==> config.mk <==
export PLATFORM = sky130hd
export DESIGN_NAME = cordic_cartesian_to_polar_flat
export DESIGN_NICKNAME = d
export VERILOG_FILES = /design/src/rtl/ccp_pkg.sv /design/src/rtl/ccp_if.sv /design/src/rtl/cordic_cartesian_to_polar.sv /design/src/flat_wrapper.sv
export SDC_FILE = /design/constraint.sdc
export NUM_CORES = 2
export LEC_CHECK = 0
export BUFFER_PORTS_ARGS = -buffer_cell sky130_fd_sc_hd__buf_2
export CORE_ASPECT_RATIO = 1.4
export CORE_MARGIN = 2
export CORE_UTILIZATION = 60
export DETAILED_ROUTE_END_ITERATION = 10
export PLACE_DENSITY_LB_ADDON = 0.3
export SLEW_MARGIN = 20
export SYNTH_ARGS = -nofsm -noshare
export SYNTH_HDL_FRONTEND = slang
export SYNTH_SLANG_ARGS = --single-unit
export TNS_END_PERCENT = 10
==> constraint.sdc <==
create_clock -name clk_i -period 7.7 [get_ports clk_i]
set_clock_uncertainty 0.2 [all_clocks]
set_input_delay 1.54 -clock clk_i [delete_from_list [all_inputs] [get_ports clk_i]]
set_output_delay 1.54 -clock clk_i [all_outputs]
set_load 0.005 [all_outputs]
==> src/rtl/ccp_pkg.sv <==
// Shared constants and the arctangent table for the CORDIC polar converter.
`timescale 1ns / 1ps
package ccp_pkg;

  localparam int ITERATIONS_DEF = 16;
  localparam int ATAN_ENTRIES   = 24;
  localparam int COORD_W        = 16;
  localparam int FRAC_GUARD     = 14;
  localparam int DATA_W         = 32;   // 2 extra integer bits over COORD_W + FRAC_GUARD
  localparam int ANG_W          = 17;   // accumulator, one bit of headroom over Q3.13
  localparam int MAG_W          = 16;
  localparam int GAIN_W         = 16;

  localparam logic signed [ANG_W-1:0] HALF_PI_Q13 = ANG_W'(12868);
  localparam logic [GAIN_W-1:0]       GAIN_Q16    = GAIN_W'(39797);

  // Largest angle magnitude the accumulator can reach: pi/2 plus the whole table.
  localparam int ANG_LIMIT = 12868 + 14280;

  // atan(2^-i) in Q3.13, rounded to nearest
  function automatic logic signed [ANG_W-1:0] atan_q13(input int idx);
    logic signed [ANG_W-1:0] v;
    case (idx)
      0:       v = ANG_W'(6434);
      1:       v = ANG_W'(3798);
      2:       v = ANG_W'(2007);
      3:       v = ANG_W'(1019);
      4:       v = ANG_W'(511);
      5:       v = ANG_W'(256);
      6:       v = ANG_W'(128);
      7:       v = ANG_W'(64);
      8:       v = ANG_W'(32);
      9:       v = ANG_W'(16);
      10:      v = ANG_W'(8);
      11:      v = ANG_W'(4);
      12:      v = ANG_W'(2);
      13:      v = ANG_W'(1);
      default: v = '0;
    endcase
    return v;
  endfunction

endpackage

==> src/rtl/ccp_if.sv <==
// Valid/ready stream interfaces for the Cartesian input and polar output items.
`timescale 1ns / 1ps
interface ccp_in_if;
  logic               valid;
  logic               ready;
  logic signed [15:0] x_coord;
  logic signed [15:0] y_coord;

  modport source (output valid, output x_coord, output y_coord, input ready);
  modport sink   (input valid, input x_coord, input y_coord, output ready);
endinterface

interface ccp_out_if;
  logic               valid;
  logic               ready;
  logic        [15:0] magnitude;
  logic signed [15:0] angle_rad;

  modport source (output valid, output magnitude, output angle_rad, input ready);
  modport sink   (input valid, input magnitude, input angle_rad, output ready);
endinterface

==> src/rtl/cordic_cartesian_to_polar.sv <==
// Pipelined CORDIC vectoring unit: Cartesian (x, y) to magnitude and angle.
//
// Usage:
//   in_i  carries one point per item (x_coord, y_coord, signed 16-bit integers).
//   out_o carries one result per item: magnitude (unsigned, input scale,
//   rounded half up) and angle_rad (signed Q3.13 radians).
//   Results leave in the order the points came in, exactly one per point.
// Structure: a quarter-turn pre-rotation stage, ITERATIONS micro-rotation
//   stages (at most ATAN_ENTRIES; one fixed shift and one arctangent constant
//   each), a gain multiply stage and a round/saturate output stage.
// Path: an accepted point passes the pre-rotation, micro-rotation, gain multiply
//   and output registers before out_o.valid shows its result.
// Throughput: one item per cycle into every stage while the skid is empty.
// Stall: a one-entry skid register sits behind the output stage. When the
//   receiver holds ready low, the item at the output is parked there and the
//   pipeline freezes in the cycle after; in_i.ready falls only while the skid
//   entry is occupied. Nothing is dropped or duplicated.
// Reset: rst_ni is asynchronous, active low, and clears all valid bits and the
//   skid entry; payload registers are not reset. No warm-up is needed.
`timescale 1ns / 1ps
module cordic_cartesian_to_polar
  import ccp_pkg::*;
#(
  parameter int ITERATIONS = ITERATIONS_DEF
) (
  input  logic             clk_i,
  input  logic             rst_ni,
  ccp_in_if.sink           in_i,
  ccp_out_if.source        out_o
);

  // steps beyond the arctangent table are not performed
  localparam int STEPS = (ITERATIONS < ATAN_ENTRIES) ? ITERATIONS : ATAN_ENTRIES;
  localparam int OUT_S = STEPS + 2;
  localparam int NSTG  = STEPS + 3;
  localparam int PROD_W = DATA_W - 1 + GAIN_W;
  localparam int SUM_W  = PROD_W + 1;
  localparam int RSH    = FRAC_GUARD + 16;
  localparam int MFULL_W = SUM_W - RSH;

  logic [NSTG-1:0] vld_q;
  logic            adv;      // whole pipeline advances

  // skid entry behind the output stage
  logic                    skid_vld_q;
  logic [MAG_W-1:0]        skid_mag_q;
  logic signed [15:0]      skid_ang_q;

  assign adv        = !skid_vld_q;
  assign in_i.ready = adv;

  // ---------------- valid bits ----------------
  always_ff @(posedge clk_i or negedge rst_ni) begin
    if (!rst_ni) begin
      vld_q <= '0;
    end else if (adv) begin
      vld_q <= {vld_q[NSTG-2:0], in_i.valid};
    end
  end

  // ---------------- pre-rotation ----------------
  logic signed [DATA_W-1:0] x_q   [0:STEPS];
  logic signed [DATA_W-1:0] y_q   [0:STEPS];
  logic signed [ANG_W-1:0]  ang_q [0:STEPS];

  logic signed [DATA_W-1:0] xin_ext, yin_ext, x0_d, y0_d;
  logic signed [ANG_W-1:0]  a0_d;

  always_comb begin
    xin_ext = $signed({{(DATA_W-COORD_W){in_i.x_coord[COORD_W-1]}}, in_i.x_coord});
    yin_ext = $signed({{(DATA_W-COORD_W){in_i.y_coord[COORD_W-1]}}, in_i.y_coord});
    if (in_i.y_coord > 0) begin
      x0_d = yin_ext;
      y0_d = -xin_ext;
      a0_d = HALF_PI_Q13;
    end else begin
      x0_d = -yin_ext;
      y0_d = xin_ext;
      a0_d = -HALF_PI_Q13;
    end
  end

  always_ff @(posedge clk_i) begin
    if (adv) begin
      x_q[0]   <= x0_d <<< FRAC_GUARD;
      y_q[0]   <= y0_d <<< FRAC_GUARD;
      ang_q[0] <= a0_d;
    end
  end

  // ---------------- micro-rotations ----------------
  for (genvar i = 0; i < STEPS; i++) begin : g_rot
    localparam logic signed [ANG_W-1:0] ATAN_I = atan_q13(i);
    logic signed [DATA_W-1:0] xs, ys;
    logic                     y_pos;

    assign xs    = x_q[i] >>> i;   // floor shift
    assign ys    = y_q[i] >>> i;
    assign y_pos = (y_q[i] > 0);

    always_ff @(posedge clk_i) begin
      if (adv) begin
        if (y_pos) begin
          x_q[i+1]   <= x_q[i] + ys;
          y_q[i+1]   <= y_q[i] - xs;
          ang_q[i+1] <= ang_q[i] + ATAN_I;
        end else begin
          x_q[i+1]   <= x_q[i] - ys;
          y_q[i+1]   <= y_q[i] + xs;
          ang_q[i+1] <= ang_q[i] - ATAN_I;
        end
      end
    end
  end

  // ---------------- gain multiply ----------------
  logic [PROD_W-1:0]       prod_q;
  logic                    pos_q;
  logic signed [ANG_W-1:0] ang_m_q;

  always_ff @(posedge clk_i) begin
    if (adv) begin
      prod_q  <= PROD_W'(x_q[STEPS][DATA_W-2:0]) * PROD_W'(GAIN_Q16);
      pos_q   <= (x_q[STEPS] > 0);
      ang_m_q <= ang_q[STEPS];
    end
  end

  // ---------------- round and saturate ----------------
  logic [SUM_W-1:0]   sum;
  logic [MFULL_W-1:0] mag_full;
  logic [MAG_W-1:0]   mag_d;
  logic signed [15:0] ang_d;

  always_comb begin
    sum      = {1'b0, prod_q} + (SUM_W'(1) << (RSH - 1));
    mag_full = sum[SUM_W-1:RSH];
    if (!pos_q) begin
      mag_d = '0;
    end else if (mag_full > MFULL_W'({MAG_W{1'b1}})) begin
      mag_d = '1;
    end else begin
      mag_d = mag_full[MAG_W-1:0];
    end
    if (ang_m_q > ANG_W'(32767)) begin
      ang_d = 16'sh7FFF;
    end else if (ang_m_q < -ANG_W'(32768)) begin
      ang_d = 16'sh8000;
    end else begin
      ang_d = ang_m_q[15:0];
    end
  end

  logic [MAG_W-1:0]   mag_q;
  logic signed [15:0] ang_o_q;

  always_ff @(posedge clk_i) begin
    if (adv) begin
      mag_q   <= mag_d;
      ang_o_q <= ang_d;
    end
  end

  // ---------------- output skid ----------------
  always_ff @(posedge clk_i or negedge rst_ni) begin
    if (!rst_ni) begin
      skid_vld_q <= 1'b0;
    end else if (skid_vld_q) begin
      if (out_o.ready) skid_vld_q <= 1'b0;
    end else if (vld_q[OUT_S] && !out_o.ready) begin
      skid_vld_q <= 1'b1;
    end
  end

  always_ff @(posedge clk_i) begin
    if (!skid_vld_q) begin
      skid_mag_q <= mag_q;
      skid_ang_q <= ang_o_q;
    end
  end

  assign out_o.valid     = skid_vld_q || vld_q[OUT_S];
  assign out_o.magnitude = skid_vld_q ? skid_mag_q : mag_q;
  assign out_o.angle_rad = skid_vld_q ? skid_ang_q : ang_o_q;

endmodule

==> src/flat_wrapper.sv <==
// flat-port wrapper written by rule: the top's interface ports become plain ports
module cordic_cartesian_to_polar_flat import ccp_pkg::*;
#(
  parameter int ITERATIONS = ITERATIONS_DEF
)
  (clk_i, rst_ni, in_i_valid, in_i_x_coord, in_i_y_coord, in_i_ready, out_o_valid, out_o_magnitude, out_o_angle_rad, out_o_ready);
  ccp_in_if in_i_i ();
  ccp_out_if out_o_i ();
  input  logic clk_i;
  input  logic rst_ni;
  input wire logic [$bits(in_i_i.valid)-1:0] in_i_valid;
  input wire logic [$bits(in_i_i.x_coord)-1:0] in_i_x_coord;
  input wire logic [$bits(in_i_i.y_coord)-1:0] in_i_y_coord;
  output wire logic [$bits(in_i_i.ready)-1:0] in_i_ready;
  output wire logic [$bits(out_o_i.valid)-1:0] out_o_valid;
  output wire logic [$bits(out_o_i.magnitude)-1:0] out_o_magnitude;
  output wire logic [$bits(out_o_i.angle_rad)-1:0] out_o_angle_rad;
  input wire logic [$bits(out_o_i.ready)-1:0] out_o_ready;
  assign in_i_i.valid = in_i_valid;
  assign in_i_i.x_coord = in_i_x_coord;
  assign in_i_i.y_coord = in_i_y_coord;
  assign in_i_ready = in_i_i.ready;
  assign out_o_valid = out_o_i.valid;
  assign out_o_magnitude = out_o_i.magnitude;
  assign out_o_angle_rad = out_o_i.angle_rad;
  assign out_o_i.ready = out_o_ready;
  cordic_cartesian_to_polar #(.ITERATIONS(ITERATIONS)) u_core (.clk_i(clk_i), .rst_ni(rst_ni), .in_i(in_i_i), .out_o(out_o_i));
endmodule
=== After elaboration in Yosys (flattened, before gate mapping) ===
Memories as Yosys holds them, arrays and structs flattened. A register that Yosys moved wholly into a read port is not among the register bits.
Cells that the tools add are included.

* Add/sub/neg operators: 94
* Multiply operators: 1
* Divide/modulo/power cells: 0
* Magnitude comparators: 21
* Equal/unequal tests: 0
* Shift-type cells: 0
* Mux-type cells: 155
* Bitwise gates (word level): 48
* Reductions and logical operators: 5

{| class="wikitable"
|+ Operators with widths
! operator !! count
|-
| 32-bit 2-to-1 mux || 32
|-
| 32-bit by 1-bit greater-than comparator with 1-bit output (second input constant) || 17
|-
| 17-bit 2-to-1 mux || 17
|-
| 1-bit 2-to-1 mux || 100
|-
| 32-bit by 17-bit adder with 32-bit output || 2
|-
| 32-bit by 18-bit adder with 32-bit output || 2
|-
| 32-bit by 19-bit adder with 32-bit output || 2
|-
| 32-bit by 20-bit adder with 32-bit output || 2
|-
| 32-bit by 21-bit adder with 32-bit output || 2
|-
| 32-bit by 22-bit adder with 32-bit output || 2
|-
| 32-bit by 23-bit adder with 32-bit output || 2
|-
| 32-bit by 24-bit adder with 32-bit output || 2
|-
| 32-bit by 25-bit adder with 32-bit output || 2
|-
| 32-bit by 26-bit adder with 32-bit output || 2
|-
| 32-bit by 27-bit adder with 32-bit output || 2
|-
| 32-bit by 28-bit adder with 32-bit output || 2
|-
| 32-bit by 29-bit adder with 32-bit output || 2
|-
| 32-bit by 30-bit adder with 32-bit output || 2
|-
| 32-bit by 31-bit adder with 32-bit output || 2
|-
| 16-bit 2-to-1 mux || 4
|-
| 32-bit by 17-bit subtractor with 32-bit output || 2
|-
| 32-bit by 18-bit subtractor with 32-bit output || 2
|-
| 32-bit by 19-bit subtractor with 32-bit output || 2
|-
| 32-bit by 20-bit subtractor with 32-bit output || 2
|-
| other kinds (51) || 116
|}

* Register bits after elaboration: 132
* Latch bits: 0
* RAM bits: 1,377
* Memory bits (read-only): 0
* Input port bits: 36
* Output and inout bits: 34
* Word-level logic and storage cells: 335
* Memories kept: 3

{| class="wikitable"
|+ Memories
! name !! words !! width !! read ports !! clocked after memory_dff !! write ports !! RTL line !! text
|-
| u_core.x_q || 17 || 32 || 17 || 0 || 17 || cordic_cartesian_to_polar.sv:62 || <nowiki>logic signed [DATA_W-1:0] x_q [0:STEPS];</nowiki>
|-
| u_core.y_q || 17 || 32 || 16 || 0 || 17 || cordic_cartesian_to_polar.sv:63 || <nowiki>logic signed [DATA_W-1:0] y_q [0:STEPS];</nowiki>
|-
| u_core.ang_q || 17 || 17 || 17 || 1 || 17 || cordic_cartesian_to_polar.sv:64 || <nowiki>logic signed [ANG_W-1:0] ang_q [0:STEPS];</nowiki>
|}

=== Depth between registers and ports, before layout ===
An unclocked memory read counts as a cell.

* Depth after elaboration: 6
* Mapped depth: 28

=== Worst setup path before layout ===
No wires, ideal clock.

* Path kind: reg2reg
* Start point: register u_core.skid_vld_q
* End point: memory u_core.x_q[16][31], data pin
* Setup time: 0.261 ns
* Data arrival time: 6.588 ns
* Required time: 7.239 ns
* Setup slack: 0.651 ns
* Cell stages (with the launch flop): 18
* Clock period less this slack: 7.049 ns
* Cells stage by stage: dfrtp_1 clkbuf_1 inv_1 clkbuf_1 clkbuf_1 clkbuf_1 mux2i_1 ha_1 nand2_1 nor2_1 nand3_1 a211o_1 o2111a_1 nor3_1 and3_1 nor2_1 o21ai_0 xnor2_1

{| class="wikitable"
|+ RTL lines
! what !! RTL line !! text
|-
| from (decl) || cordic_cartesian_to_polar.sv:45 || <nowiki>logic skid_vld_q;</nowiki>
|-
| from (signal assigned) || cordic_cartesian_to_polar.sv:167 || <nowiki>skid_vld_q <= 1'b0;</nowiki>
|-
| from (signal assigned) || cordic_cartesian_to_polar.sv:169 || <nowiki>if (out_o.ready) skid_vld_q <= 1'b0;</nowiki>
|-
| from (signal assigned) || cordic_cartesian_to_polar.sv:171 || <nowiki>skid_vld_q <= 1'b1;</nowiki>
|-
| to (decl) || cordic_cartesian_to_polar.sv:62 ||
|}

==> impl_metrics.tcl <==
set metrics [dict create \
    avgRoutedWirePerCell_um 21.7 \
    fin_crit_sh_pct 91.6 \
    r2r_end "u_core.y_q[9][31]" \
    end_kind "flop" \
    cp.arrival_ns 7.43 \
    maxCapViolCount 0 \
    ys_warn_count 0 \
    ff2ff_path_depth 21 \
    clkLatencyLatePin_ns 0.83 \
    vias 83334 \
    cts_htree_levels 4 \
    dieHeight_um 508 \
    timing.rr.start "u_core.y_q[8][10]" \
    gp_congestion 0.994 \
    cp-endpoint "u_core.y_q[9][31]" \
    core_area_um2 181000 \
    num_io_pins 70 \
    worst_pin_slew_ns 1.14 \
    crit_start "u_core.y_q[8][10]" \
    placed_cell_area_um2 112000 \
    synth_top_flop_cell "edfxtp_1" \
    finalHoldViolCount 0 \
    rows 185 \
    synth.largest_area_cell "edfxtp_1" \
    clock_sinks 1298 \
    fmax_mhz 142 \
    async_reset_ff_share_pct 1.54 \
    cp-start-kind "flop" \
    synth_edf_count 1246 \
    rsz0062_at_grt "no" \
    dieArea_um2 185000 \
    fin_crit_ns 7.05 \
    synthTopCellsByArea "edfxtp_1 (34%), ha_1 (14%), xnor2_1 (7.9%), fa_1 (4.8%), xor2_1 (4.4%)" \
    viasPerCell 6.13 \
    grt_pass1_vias 82680 \
    dieWidth_um 364 \
    clock_path_buffers 3 \
    ant_nets 0 \
    worst-endpoint-required_ns 8.08 \
    cts-root-buf "clkbuf_16" \
    cts_setup_buffers 0 \
    finalSetupTns_ns 0 \
    first_pass_iters 8 \
    grt_pass1_wl_mm 454 \
    antenna_found_initial 2 \
    hpwlAfterDp_mm 237 \
    io_buffers 69 \
    avgSynthCellArea_um2 9.97 \
    ys_types 97 \
    critical_path_class "flop to flop" \
    drc_errors 0 \
    seq_area_um2 38600 \
    final_layout_size_suffix_gt1_share_pct 5.22 \
    setup_viol_count_final 0 \
    final_cell_mix "ha_1 (1252), edfxtp_1 (1246), xnor2_1 (978)" \
    maxSlewViolCount 0 \
    synth_seq_cells 1298 \
    cts.clk_slew.worst_paths_ns 0.07 \
    drtIter0Drc 5792 \
    synth.top_cell.area_share_pct 34.3 \
    layout_commonest_cell "ha_1" \
    grt_max_degree 81 \
    synthToLayoutAreaGrowth_pct 7.62 \
    cts-buffers-inserted 139 \
    r2r_setup_slack_ns 0.65 \
    wirelength_mm 295 \
    hold_path.startpoint "u_core.ang_q[11][1]" \
    grt_usage_pct 31.4 \
    synth_fp_nets 12480 \
    start_util_pct 60.2 \
    fin_nets 12592 \
    cts_resized 0 \
    synth_area_um2 109000 \
    gr-total-overflow 0 \
    slew_headroom_pct 24.1 \
    crit_fanout 26 \
    multiInputGateArea_um2 66900 \
    fillers 14620 \
    status "finished, final reports clean" \
    cts_tree "yes" \
    netlist_instances 10931 \
    final_area_um2 117000 \
    hp-class "flop to flop" \
    cts_hold_buf 0 \
    yosysSeqAreaShare_pct 35.4 \
]
worst min-delay path by stage:
| stage | slack, ns | cells past startpoint | to |
|---|---|---|---|
| CTS | 0.21 | 0 | u_core.ang_q[12][1] |
| floorplan | 0.20 | 0 | u_core.ang_m_q[10] |
| finish | 0.22 | 0 | u_core.ang_q[12][1] |
| global placement | 0.20 | 0 | u_core.ang_q[16][7] |
| global route | 0.22 | 0 | u_core.ang_q[16][3] |
| detailed placement | 0.20 | 0 | u_core.ang_m_q[12] |
layer usage:
metal	part of all wire [%]	routed length (um)	track usage (%)	vias up
met2	52	153000	57.7	2289
li1	-	-	-	40079
met5	0	0	0	-
met4	6.7	19600	18.6	0
met3	4.6	13600	4.15	830
met1	37	109000	34.4	40136
layout make-up:
cell class                      count  area share, %
Clock inverter                    103           1.20
Sequential cell                  1298           32.9
Timing Repair Buffer              142          0.807
Tap cell                         2431           2.59
Inverter                          759           2.44
Clock buffer                      153           3.02
Multi-Input combinational cell   8703           57.1
Antenna cell                        2        0.00427
Yosys cell counts, types with 15 or more instances:
master,number
o31ai_1,155
a31o_2,21
nor2_1,803
a311oi_1,18
ha_1,1252
nand4_1,45
fa_1,261
nand3_1,150
o41ai_1,80
dfrtp_1,20
a21boi_0,60
xor2_1,547
nor4_1,93
a31oi_1,82
a211o_1,20
mux2i_1,39
a41o_1,15
xnor2_1,978
o211ai_1,45
mux2_2,64
nand3b_1,16
o21a_1,180
and3_1,76
a21oi_1,872
nand2_1,579
o31a_1,25
a21o_1,364
clkbuf_1,137
edfxtp_1,1246
inv_1,752
nor3_1,241
a211oi_1,72
dfxtp_1,32
nand2b_1,150
or2_2,56
and2_1,42
o21ai_0,628
o21bai_1,135
or4_1,46
or3_1,110
nor2b_1,130
buf_1,20
metrics by stage:
stage,util (%),setup WS [ns],hold WS (ns),cells
6_report,64.8,0.649,0.218,13591
5_1_grt,64.8,0.219,0.222,13591
4_1_cts,64.8,0.756,0.212,13587
3_5_place_dp,62.0,0.781,0.205,13331
3_3_place_gp,62.0,0.610,0.201,13331
2_1_floorplan,-,0.651,0.200,10931
critical path: stages, from the launching register on:
cell and delay (ns):
edfxtp_1 0.52, nor4_2 0.40, nand4b_1 0.25, or4_1 0.57, nand2b_1 0.28, nor3_1 0.28
o21ai_2 0.19, buf_4 0.32, o21ai_0 0.14, xnor2_1 0.18, ha_1 0.34, a21oi_1 0.22
o21ai_0 0.17, a2111oi_0 0.88, o31ai_1 0.30, a41oi_1 0.44, a31oi_1 0.14, a21oi_1 0.25
nor2b_1 0.07, o21a_1 0.19, o41a_1 0.32, xnor2_1 0.14
registers in the layout, summed over array words and instances (netlist names):
name,cells
u_core.ang_o_q,16
u_core.skid_ang_q,16
u_core.x_q,480
u_core.ang_q,256
u_core.mag_q,16
u_core.vld_q,19
u_core.prod_q,18
u_core.pos_q,1
u_core.skid_mag_q,16
u_core.ang_m_q,16
u_core.skid_vld_q,1
u_core.y_q,443
logic make-up after synthesis:
logic type,Yosys count,synth area share (%)
flops,1298,35.4
simple gates,2604,11.6
buf+inv,930,3.23
mux,103,1.02
compound gates,2957,17.4
other cells,1,0.00344
xor+xnor,1525,12.3
fa+ha+maj,1513,19.2
Power is left out: the tool's default activity adds up to more than one toggle a clock period on the data nets, which glitch-free logic cannot reach.
